<file path="src/hdl/assert_macros.svh">
// Assertion helpers shared by the deframer RTL.
// Both macros sample on the rising edge of aclk; the first one is
// disabled while the synchronous reset is asserted.
`ifndef ASSERT_MACROS_SVH
`define ASSERT_MACROS_SVH

// Clocked check, ignored during reset.
`define DFDC_ASSERT(label, prop, msg) \
    label: assert property (@(posedge aclk) disable iff (!aresetn) (prop)) else $error(msg);

// Clocked check that also holds while reset is asserted.
`define DFDC_ASSERT_ALWAYS(label, prop, msg) \
    label: assert property (@(posedge aclk) (prop)) else $error(msg);

`endif

</file>
<file path="src/hdl/dfdc_pkg.sv">
`default_nettype none

package dfdc_pkg;

    // Frame layout, in bytes.
    localparam int unsigned HDR_BYTES     = 8;
    localparam int unsigned TRAILER_BYTES = 2;
    localparam int unsigned MIN_FRAME     = HDR_BYTES + TRAILER_BYTES;

    localparam int unsigned COUNT_W = 17;
    localparam logic [COUNT_W-1:0] COUNT_MAX = '1;

    localparam logic [10:0] APID_MASK     = 11'h7FF;
    localparam logic [5:0]  NUL_HIGH_MASK = 6'h3F;

    // Byte positions that carry header fields.
    localparam logic [COUNT_W-1:0] POS_ID_LOW   = 17'd1;
    localparam logic [COUNT_W-1:0] POS_APID_LOW = 17'd3;
    localparam logic [COUNT_W-1:0] POS_GRID     = 17'd4;
    localparam logic [COUNT_W-1:0] POS_NUL_LOW  = 17'd5;
    localparam logic [COUNT_W-1:0] POS_LEN_LOW  = 17'd7;

    localparam logic [16:0] CAPACITY_RESET = 17'h10000;

    localparam int unsigned QUEUE_DEPTH = 4;

    typedef enum logic [1:0] {
        CFG_FRAME_ID = 2'd0,
        CFG_CAPACITY = 2'd1,
        CFG_KEEP     = 2'd2
    } cfg_index_t;

    typedef enum logic [2:0] {
        ST_OK         = 3'd0,
        ST_BAD_ID     = 3'd1,
        ST_BAD_LENGTH = 3'd2,
        ST_BAD_CHECK  = 3'd3,
        ST_OVER_CAP   = 3'd4
    } status_t;

    // One result item as it travels from the front end to the output stage.
    typedef struct packed {
        logic        kind;
        logic [7:0]  data;
        status_t     status;
        logic [10:0] apid;
        logic [1:0]  grid;
        logic [13:0] nul;
        logic [15:0] count;
    } result_t;

endpackage

`default_nettype wire

</file>
<file path="src/hdl/dfdc_front.sv">
`default_nettype none
`include "assert_macros.svh"

module dfdc_front (
    input  wire logic              aclk,
    input  wire logic              aresetn,
    input  wire logic              cfg_wr_en,
    input  wire logic [1:0]        cfg_index,
    input  wire logic [16:0]       cfg_data,
    input  wire logic              accept,
    input  wire logic [7:0]        in_byte,
    input  wire logic              in_last,
    output logic                   push,
    output dfdc_pkg::result_t      result
);

    logic [15:0] frame_id_reg;
    logic [16:0] capacity_reg;
    logic        keep_reg;

    logic [dfdc_pkg::COUNT_W-1:0] byte_count_reg, byte_count_next;
    logic [15:0] running_sum_reg, running_sum_next;
    logic [15:0] recv_check_reg, recv_check_next;
    logic [7:0]  high_byte_reg, high_byte_next;
    logic        id_match_reg, id_match_next;
    logic [10:0] apid_reg, apid_next;
    logic [1:0]  grid_reg, grid_next;
    logic [13:0] nul_reg, nul_next;
    logic [15:0] length_reg, length_next;

    logic [15:0] sum_now;
    logic [15:0] check_now;
    logic [15:0] word;
    logic [15:0] pay_count;
    logic [17:0] frame_len;
    logic [17:0] expect_len;
    logic [17:0] pay_end;
    logic        in_payload;
    dfdc_pkg::status_t status;

    // Configuration registers.
    always_ff @(posedge aclk) begin
        if (!aresetn) begin
            frame_id_reg <= '0;
            capacity_reg <= dfdc_pkg::CAPACITY_RESET;
            keep_reg     <= 1'b1;
        end else if (cfg_wr_en) begin
            unique case (dfdc_pkg::cfg_index_t'(cfg_index))
                dfdc_pkg::CFG_FRAME_ID: frame_id_reg <= cfg_data[15:0];
                dfdc_pkg::CFG_CAPACITY: capacity_reg <= cfg_data;
                dfdc_pkg::CFG_KEEP:     keep_reg     <= cfg_data[0];
                default: ;
            endcase
        end
    end

    // The checksum lags two bytes so that the trailer never adds itself in.
    assign sum_now    = running_sum_reg + {8'h00, recv_check_reg[15:8]};
    assign check_now  = {recv_check_reg[7:0], in_byte};
    assign word       = {high_byte_reg, in_byte};
    assign pay_count  = length_reg + 16'd1;
    assign frame_len  = {1'b0, byte_count_reg} + 18'd1;
    assign expect_len = {2'b00, pay_count} + 18'(dfdc_pkg::MIN_FRAME);
    assign pay_end    = {2'b00, pay_count} + 18'(dfdc_pkg::HDR_BYTES);
    assign in_payload = keep_reg
                     && ({1'b0, byte_count_reg} >= 18'(dfdc_pkg::HDR_BYTES))
                     && ({1'b0, byte_count_reg} < pay_end);

    always_comb begin
        if (frame_len < 18'(dfdc_pkg::MIN_FRAME)) begin
            status = dfdc_pkg::ST_BAD_LENGTH;
        end else if (!id_match_reg) begin
            status = dfdc_pkg::ST_BAD_ID;
        end else if (frame_len != expect_len) begin
            status = dfdc_pkg::ST_BAD_LENGTH;
        end else if (sum_now != check_now) begin
            status = dfdc_pkg::ST_BAD_CHECK;
        end else if (keep_reg && (capacity_reg < {1'b0, pay_count})) begin
            status = dfdc_pkg::ST_OVER_CAP;
        end else begin
            status = dfdc_pkg::ST_OK;
        end
    end

    always_comb begin
        result = '0;
        push   = 1'b0;
        if (accept && in_last) begin
            push          = 1'b1;
            result.kind   = 1'b1;
            result.status = status;
            // A short frame reports no header fields.
            if (frame_len >= 18'(dfdc_pkg::MIN_FRAME)) begin
                result.apid  = apid_reg & dfdc_pkg::APID_MASK;
                result.grid  = grid_reg;
                result.nul   = nul_reg;
                result.count = pay_count;
            end
        end else if (accept && in_payload) begin
            push        = 1'b1;
            result.data = in_byte;
        end
    end

    always_comb begin
        byte_count_next  = byte_count_reg;
        running_sum_next = running_sum_reg;
        recv_check_next  = recv_check_reg;
        high_byte_next   = high_byte_reg;
        id_match_next    = id_match_reg;
        apid_next        = apid_reg;
        grid_next        = grid_reg;
        nul_next         = nul_reg;
        length_next      = length_reg;
        if (accept) begin
            if (in_last) begin
                byte_count_next  = '0;
                running_sum_next = '0;
                recv_check_next  = '0;
                high_byte_next   = '0;
                id_match_next    = 1'b0;
                apid_next        = '0;
                grid_next        = '0;
                nul_next         = '0;
                length_next      = '0;
            end else begin
                running_sum_next = sum_now;
                recv_check_next  = check_now;
                high_byte_next   = in_byte;
                if (byte_count_reg != dfdc_pkg::COUNT_MAX) begin
                    byte_count_next = byte_count_reg + 1'b1;
                end
                unique case (byte_count_reg)
                    dfdc_pkg::POS_ID_LOW:   id_match_next = (word == frame_id_reg);
                    dfdc_pkg::POS_APID_LOW: apid_next = word[10:0] & dfdc_pkg::APID_MASK;
                    dfdc_pkg::POS_GRID:     grid_next = in_byte[7:6];
                    dfdc_pkg::POS_NUL_LOW:
                        nul_next = {high_byte_reg[5:0] & dfdc_pkg::NUL_HIGH_MASK, in_byte};
                    dfdc_pkg::POS_LEN_LOW:  length_next = word;
                    default: ;
                endcase
            end
        end
    end

    always_ff @(posedge aclk) begin
        if (!aresetn) begin
            byte_count_reg  <= '0;
            running_sum_reg <= '0;
            recv_check_reg  <= '0;
            high_byte_reg   <= '0;
            id_match_reg    <= 1'b0;
            apid_reg        <= '0;
            grid_reg        <= '0;
            nul_reg         <= '0;
            length_reg      <= '0;
        end else begin
            byte_count_reg  <= byte_count_next;
            running_sum_reg <= running_sum_next;
            recv_check_reg  <= recv_check_next;
            high_byte_reg   <= high_byte_next;
            id_match_reg    <= id_match_next;
            apid_reg        <= apid_next;
            grid_reg        <= grid_next;
            nul_reg         <= nul_next;
            length_reg      <= length_next;
        end
    end

    `DFDC_ASSERT(a_frame_restart, accept && in_last |=> byte_count_reg == '0 && recv_check_reg == '0, "frame state not cleared after end byte")

endmodule

`default_nettype wire

</file>
<file path="src/hdl/dfdc_queue.sv">
`default_nettype none
`include "assert_macros.svh"

module dfdc_queue #(
    parameter int unsigned DEPTH = dfdc_pkg::QUEUE_DEPTH
) (
    input  wire logic              aclk,
    input  wire logic              aresetn,
    input  wire logic              push,
    input  wire dfdc_pkg::result_t push_item,
    input  wire logic              pop,
    output dfdc_pkg::result_t      head_item,
    output logic                   not_empty,
    output logic                   full
);

    localparam int unsigned PTR_W = (DEPTH > 1) ? $clog2(DEPTH) : 1;
    localparam int unsigned CNT_W = $clog2(DEPTH + 1);

    dfdc_pkg::result_t slots_reg [DEPTH];
    logic [PTR_W-1:0] wr_ptr_reg, wr_ptr_next;
    logic [PTR_W-1:0] rd_ptr_reg, rd_ptr_next;
    logic [CNT_W-1:0] count_reg, count_next;

    assign not_empty = (count_reg != '0);
    assign full      = (count_reg == CNT_W'(DEPTH));
    assign head_item = slots_reg[rd_ptr_reg];

    always_comb begin
        wr_ptr_next = wr_ptr_reg;
        rd_ptr_next = rd_ptr_reg;
        count_next  = count_reg;
        if (push) begin
            wr_ptr_next = (wr_ptr_reg == PTR_W'(DEPTH - 1)) ? '0 : wr_ptr_reg + 1'b1;
        end
        if (pop) begin
            rd_ptr_next = (rd_ptr_reg == PTR_W'(DEPTH - 1)) ? '0 : rd_ptr_reg + 1'b1;
        end
        if (push && !pop) begin
            count_next = count_reg + 1'b1;
        end else if (pop && !push) begin
            count_next = count_reg - 1'b1;
        end
    end

    always_ff @(posedge aclk) begin
        if (!aresetn) begin
            wr_ptr_reg <= '0;
            rd_ptr_reg <= '0;
            count_reg  <= '0;
        end else begin
            wr_ptr_reg <= wr_ptr_next;
            rd_ptr_reg <= rd_ptr_next;
            count_reg  <= count_next;
        end
    end

    always_ff @(posedge aclk) begin
        if (push) begin
            slots_reg[wr_ptr_reg] <= push_item;
        end
    end

    `DFDC_ASSERT(a_no_overflow, push |-> !full || pop, "item pushed into a full queue")
    `DFDC_ASSERT(a_count_up, push && !pop |=> count_reg == $past(count_reg) + 1'b1, "lost item")

endmodule

`default_nettype wire

</file>
<file path="src/hdl/dfdc_back.sv">
`default_nettype none

module dfdc_back (
    input  wire logic              aclk,
    input  wire logic              aresetn,
    input  wire logic              q_not_empty,
    input  wire dfdc_pkg::result_t q_head,
    output logic                   q_pop,
    input  wire logic              out_ready,
    output logic                   out_valid,
    output dfdc_pkg::result_t      out_item
);

    logic              valid_reg, valid_next;
    dfdc_pkg::result_t item_reg;

    // Refill the output register whenever it is empty or being taken.
    assign q_pop = q_not_empty && (!valid_reg || out_ready);

    always_comb begin
        valid_next = valid_reg;
        if (q_pop) begin
            valid_next = 1'b1;
        end else if (out_ready) begin
            valid_next = 1'b0;
        end
    end

    always_ff @(posedge aclk) begin
        if (!aresetn) begin
            valid_reg <= 1'b0;
        end else begin
            valid_reg <= valid_next;
        end
    end

    always_ff @(posedge aclk) begin
        if (q_pop) begin
            item_reg <= q_head;
        end
    end

    assign out_valid = valid_reg;
    assign out_item  = item_reg;

endmodule

`default_nettype wire

</file>
<file path="src/hdl/data_frame_deframer_checker_core.sv">
// Throughput: one byte per cycle, sustained, while the result side keeps up.
// A result item is written into the queue and then into the output register before it appears on the m_ channel.
// The front end updates the frame state at the accepting edge; a small queue and an output
// register follow it, so the input side stalls only once the queue holds QUEUE_DEPTH items.
// Reset: aresetn is synchronous and active low; it clears the frame state, the queue and the
// output register, and restores the configuration registers to their defaults.
`default_nettype none

module data_frame_deframer_checker_core #(
    parameter int unsigned QUEUE_DEPTH = dfdc_pkg::QUEUE_DEPTH
) (
    input  wire logic        aclk,
    input  wire logic        aresetn,

    // Configuration write port. Index 0 is the frame identifier, 1 the payload
    // capacity and 2 the keep-payload flag; other indexes are ignored.
    input  wire logic        cfg_wr_en,
    input  wire logic [1:0]  cfg_index,
    input  wire logic [16:0] cfg_data,

    // Input byte stream.
    input  wire logic        s_tvalid,
    output logic             s_tready,
    input  wire logic [7:0]  s_tdata,   // [7:0] data_in
    input  wire logic        s_tlast,   // end_of_frame

    // Result stream.
    output logic             m_tvalid,
    input  wire logic        m_tready,
    output logic [55:0]      m_tdata,   // [7:0] data_out, [10:8] status, [21:11] apid_out,
                                        // [23:22] grid_out, [37:24] nul_out,
                                        // [53:38] payload_count, [55:54] zero
    output logic             m_tuser    // kind: 0 payload byte, 1 frame status
);

    logic              accept;
    logic              push;
    dfdc_pkg::result_t push_item;
    logic              q_pop;
    logic              q_not_empty;
    logic              q_full;
    dfdc_pkg::result_t q_head;
    dfdc_pkg::result_t out_item;

    // The input side is held off only when the queue has no room for the
    // item that this byte might produce.
    assign s_tready = !q_full;
    assign accept   = s_tvalid && s_tready;

    // Front end: configuration, frame parsing, checksum and the status decision.
    dfdc_front u_front (
        .aclk      (aclk),
        .aresetn   (aresetn),
        .cfg_wr_en (cfg_wr_en),
        .cfg_index (cfg_index),
        .cfg_data  (cfg_data),
        .accept    (accept),
        .in_byte   (s_tdata),
        .in_last   (s_tlast),
        .push      (push),
        .result    (push_item)
    );

    // Short queue between the parser and the output stage.
    dfdc_queue #(
        .DEPTH (QUEUE_DEPTH)
    ) u_queue (
        .aclk      (aclk),
        .aresetn   (aresetn),
        .push      (push),
        .push_item (push_item),
        .pop       (q_pop),
        .head_item (q_head),
        .not_empty (q_not_empty),
        .full      (q_full)
    );

    // Back end: the registered output stage of the result channel.
    dfdc_back u_back (
        .aclk        (aclk),
        .aresetn     (aresetn),
        .q_not_empty (q_not_empty),
        .q_head      (q_head),
        .q_pop       (q_pop),
        .out_ready   (m_tready),
        .out_valid   (m_tvalid),
        .out_item    (out_item)
    );

    // Pack the result fields, lowest field in the lowest bits.
    assign m_tdata = {2'b00, out_item.count, out_item.nul, out_item.grid,
                      out_item.apid, out_item.status, out_item.data};
    assign m_tuser = out_item.kind;

endmodule

`default_nettype wire
</file>
<file path="config.mk">
export PLATFORM = sky130hd
export DESIGN_NAME = data_frame_deframer_checker_core
export DESIGN_NICKNAME = d
export VERILOG_FILES = /design/src/hdl/dfdc_pkg.sv /design/src/hdl/dfdc_front.sv /design/src/hdl/dfdc_queue.sv /design/src/hdl/dfdc_back.sv /design/src/hdl/data_frame_deframer_checker_core.sv
export VERILOG_INCLUDE_DIRS = /design/src /design/src/hdl
export SDC_FILE = /design/constraint.sdc
export NUM_CORES = 1
export LEC_CHECK = 0
export ABC_CLOCK_PERIOD_IN_PS = 7700
export BUFFER_PORTS_ARGS = -buffer_cell sky130_fd_sc_hd__buf_2
export CORE_ASPECT_RATIO = 1.5
export CORE_MARGIN = 2
export CORE_UTILIZATION = 55
export DETAILED_ROUTE_END_ITERATION = 10
export PLACE_DENSITY = 0.83
export SLEW_MARGIN = 20
export SYNTH_ARGS = -nofsm -noshare
export SYNTH_HDL_FRONTEND = slang
export SYNTH_HIERARCHICAL = 1
export SYNTH_SLANG_ARGS = --single-unit
export TNS_END_PERCENT = 20
</file>
<file path="constraint.sdc">
create_clock -name aclk -period 7.7 [get_ports aclk]
set_clock_uncertainty 0.1 [all_clocks]
set_input_delay 0.77 -clock aclk [delete_from_list [all_inputs] [get_ports aclk]]
set_output_delay 0.77 -clock aclk [all_outputs]
set_load 0.03 [all_outputs]
</file>
==> impl_metrics.tcl <==
set metrics [dict create \
    status "finished, final reports clean" \
    post-dp-hpwl_um 30300 \
    dieWidth_um 157 \
    rsz0062_at_grt "no" \
    cts_hold_repair.buffers 0 \
    synthArstFlopShare 0 \
    multiInputGateArea_mm2 0.00762 \
    synth_ff_type "edfxtp_1" \
    fin_crit_ns 6.03 \
    min_path_cells 2 \
    crit_required_ns 7.84 \
    leakagePower_nw 7.48 \
    antennaDiodeCount 0 \
    yosysSeqAreaShare 0.573 \
    firstDrtPassIters 5 \
    drc 0 \
    crit_arrival_ns 6.17 \
    syn_to_final_growth_pct 10.2 \
    worstPathMaxFanout 34 \
    whs_ns 0.377 \
    largest_reg_flops 220 \
    grt_start_max_net_pins 113 \
    overflow 0 \
    powerDensity_mw_per_mm2 276 \
    peakVddDrop_uv 209 \
    fill_cells 2633 \
    viasPerCell 5.89 \
    start_util 0.559 \
    port-buffer-count 89 \
    clk-insertion-delay-late_ns 0.55 \
    synth_edf_count 275 \
    rows 83 \
    synth.avg_cell_area_um2 12.4 \
    fp.coreArea_mm2 0.0344 \
    start_kind "flip-flop" \
    yosysUniqueCellTypes 84 \
    cts_num_sinks 412 \
    tritoncts "built" \
    critPathKind "reg -> reg" \
    cts_buffers 37 \
    antenna_found_initial 0 \
    wirelength_um 43900 \
    synth-seq-cells 412 \
    yosys_warnings 6 \
    min_path_type "reg -> reg" \
    gp_congestion 0.937 \
    path_clk_slew_ns 0.06 \
    layout.nets 1695 \
    maxCapViolCount 0 \
    finalMaxSlewViolations 0 \
    vias 12378 \
    postCtsSetupRepairBufs 0 \
    hold_viol_final 0 \
    wl_per_cell_um 20.9 \
    synth_cells 1544 \
    finalPower_mw 5.85 \
    finalSetupViolCount 0 \
    grt_pass1_vias 12108 \
    drive_gt1_frac 0.150 \
    mostFrequentLayoutCells "edfxtp_1, dfxtp_1, nand2_1" \
    grtUsageTotal 0.245 \
    htree_levels 2 \
    tightest_slew_ns 0.980 \
    fp.dieH_um 233 \
    grt_pass1_wl_um 68200 \
    cts_resized 0 \
    endpoint_kind "flip-flop" \
    rr_worst_depth 20 \
    drtIter0Drc 896 \
    regArea_mm2 0.0110 \
    dieArea_mm2 0.0365 \
    final_antenna_net_count 0 \
    clock_path_buffers 3 \
    slew_headroom 0.347 \
    clock-root-buffer "clkbuf_16" \
    io_pins 92 \
    synthesis.area_mm2 0.0192 \
    finalSetupTns_ns 0 \
    fin_crit_sh 0.783 \
    fmax_ghz 0.166 \
    final_common_cell "edfxtp_1" \
]
-- metal layers --
metal / track usage / up-vias / routed length (um)
met5: 0 / - / 0
met4: 0.101 / 0 / 1700
met3: 0.0292 / 95 / 1800
met2: 0.438 / 398 / 23000
met1: 0.297 / 6078 / 17400
li1: - / 5807 / -
-- cells in the mapped netlist (all sizes together) (4+ instances only) --
cell type | number | area [um^2]
xnor2 | 51 | 454
or3 | 11 | 68.8
nand2b | 19 | 119
inv | 40 | 150
o22ai | 4 | 25.0
mux2i | 21 | 210
a21o | 9 | 67.6
clkbuf | 51 | 193
nor2 | 68 | 258
nand4b | 4 | 35.0
nand3b | 7 | 52.6
a31oi | 16 | 100
dfxtp | 137 | 2740
and3 | 9 | 56.3
a21boi | 58 | 435
buf | 35 | 264
edfxtp | 275 | 8260
nor3b | 5 | 37.5
xor2 | 41 | 359
nor2b | 49 | 314
a21oi | 25 | 125
o31ai | 4 | 35.0
nand2 | 123 | 462
and4 | 6 | 52.6
a22oi | 9 | 67.6
nand3 | 70 | 368
o2111ai | 4 | 35.0
ha | 54 | 676
a211oi | 7 | 52.6
nand4 | 14 | 93.8
o211ai | 4 | 30.0
nor4 | 22 | 180
nor3 | 29 | 150
or4 | 5 | 37.5
o21ai | 63 | 315
and2 | 77 | 482
or2 | 5 | 31.3
o21a | 16 | 120
mux4 | 55 | 1260
-- final cells by class --
class | instances | share of cell area
clock buffer | 42 | 0.0446
clock inverter | 26 | 0.0124
inverter | 41 | 0.00727
multi-input combinational | 1006 | 0.360
sequential | 412 | 0.520
tap | 467 | 0.0276
timing repair buffer | 108 | 0.0278
-- worst paths after layout --
check	from	to	slack, ns
setup reg to reg	u_front/length_reg[0]$_SDFFE_PN0P_	u_queue/slots_reg[3][20]$_DFFE_PP_	1.67
setup / recovery	u_front/length_reg[0]$_SDFFE_PN0P_	u_queue/slots_reg[3][20]$_DFFE_PP_	1.67
hold reg to reg	u_front/frame_id_reg[10]$_SDFFE_PN0P_	u_front/frame_id_reg[10]$_SDFFE_PN0P_	0.38
hold / removal	u_front/frame_id_reg[10]$_SDFFE_PN0P_	u_front/frame_id_reg[10]$_SDFFE_PN0P_	0.38
-- cells by family (layout without fill, tap and decap cells) --
logic type / Yosys count / count (layout) / synth area share
XOR/XNOR: 95 / 95 / 0.0459
buffers and inverters: 127 / 217 / 0.0318
AO/OA/AOI/OAI: 244 / 244 / 0.0851
multiplexers: 76 / 76 / 0.0764
AND/OR/NAND/NOR: 533 / 533 / 0.151
adder cells (fa/ha/maj): 56 / 56 / 0.0373
flip-flops: 412 / 412 / 0.573
other: 1 / 2 / 0.000195
-- critical path: stages (launching register included) --
cell and delay (ns):
dfxtp_1 0.60, ha_1 0.47, nand3_1 0.15, xnor2_1 0.31, clkinv_1 0.27, nor3_1 0.34, nand2b_1 0.19, or2_2 0.35
nor2_1 0.16, xor2_1 0.17, ha_1 0.26, a21oi_1 0.15, nor2b_1 0.06, o21ai_0 0.14, nand2_1 0.09, nor3b_1 0.19
a21oi_1 0.10, buf_4 0.18, nand2_1 0.23, and2_2 0.84, buf_4 0.37
-- power by group --
group	switching, mW	internal [mW]	leakage, nW
combinational	0.764	0.455	3.09
sequential	0.113	2.67	3.79
clock	0.816	1.03	0.590
total	1.69	4.15	7.48
-- metrics by stage --
stage	setup WS, ns	std cells	utilization	area [um^2]
finish	1.67	2102	0.616	21200
global route	1.17	2102	0.616	21200
CTS	1.77	2102	0.616	21200
detailed placement	1.76	2034	0.580	20000
global placement	1.88	2034	0.580	20000
floorplan	2.29	1545	-	19200
No activity file was read; power rests on OpenSTA's default activity.
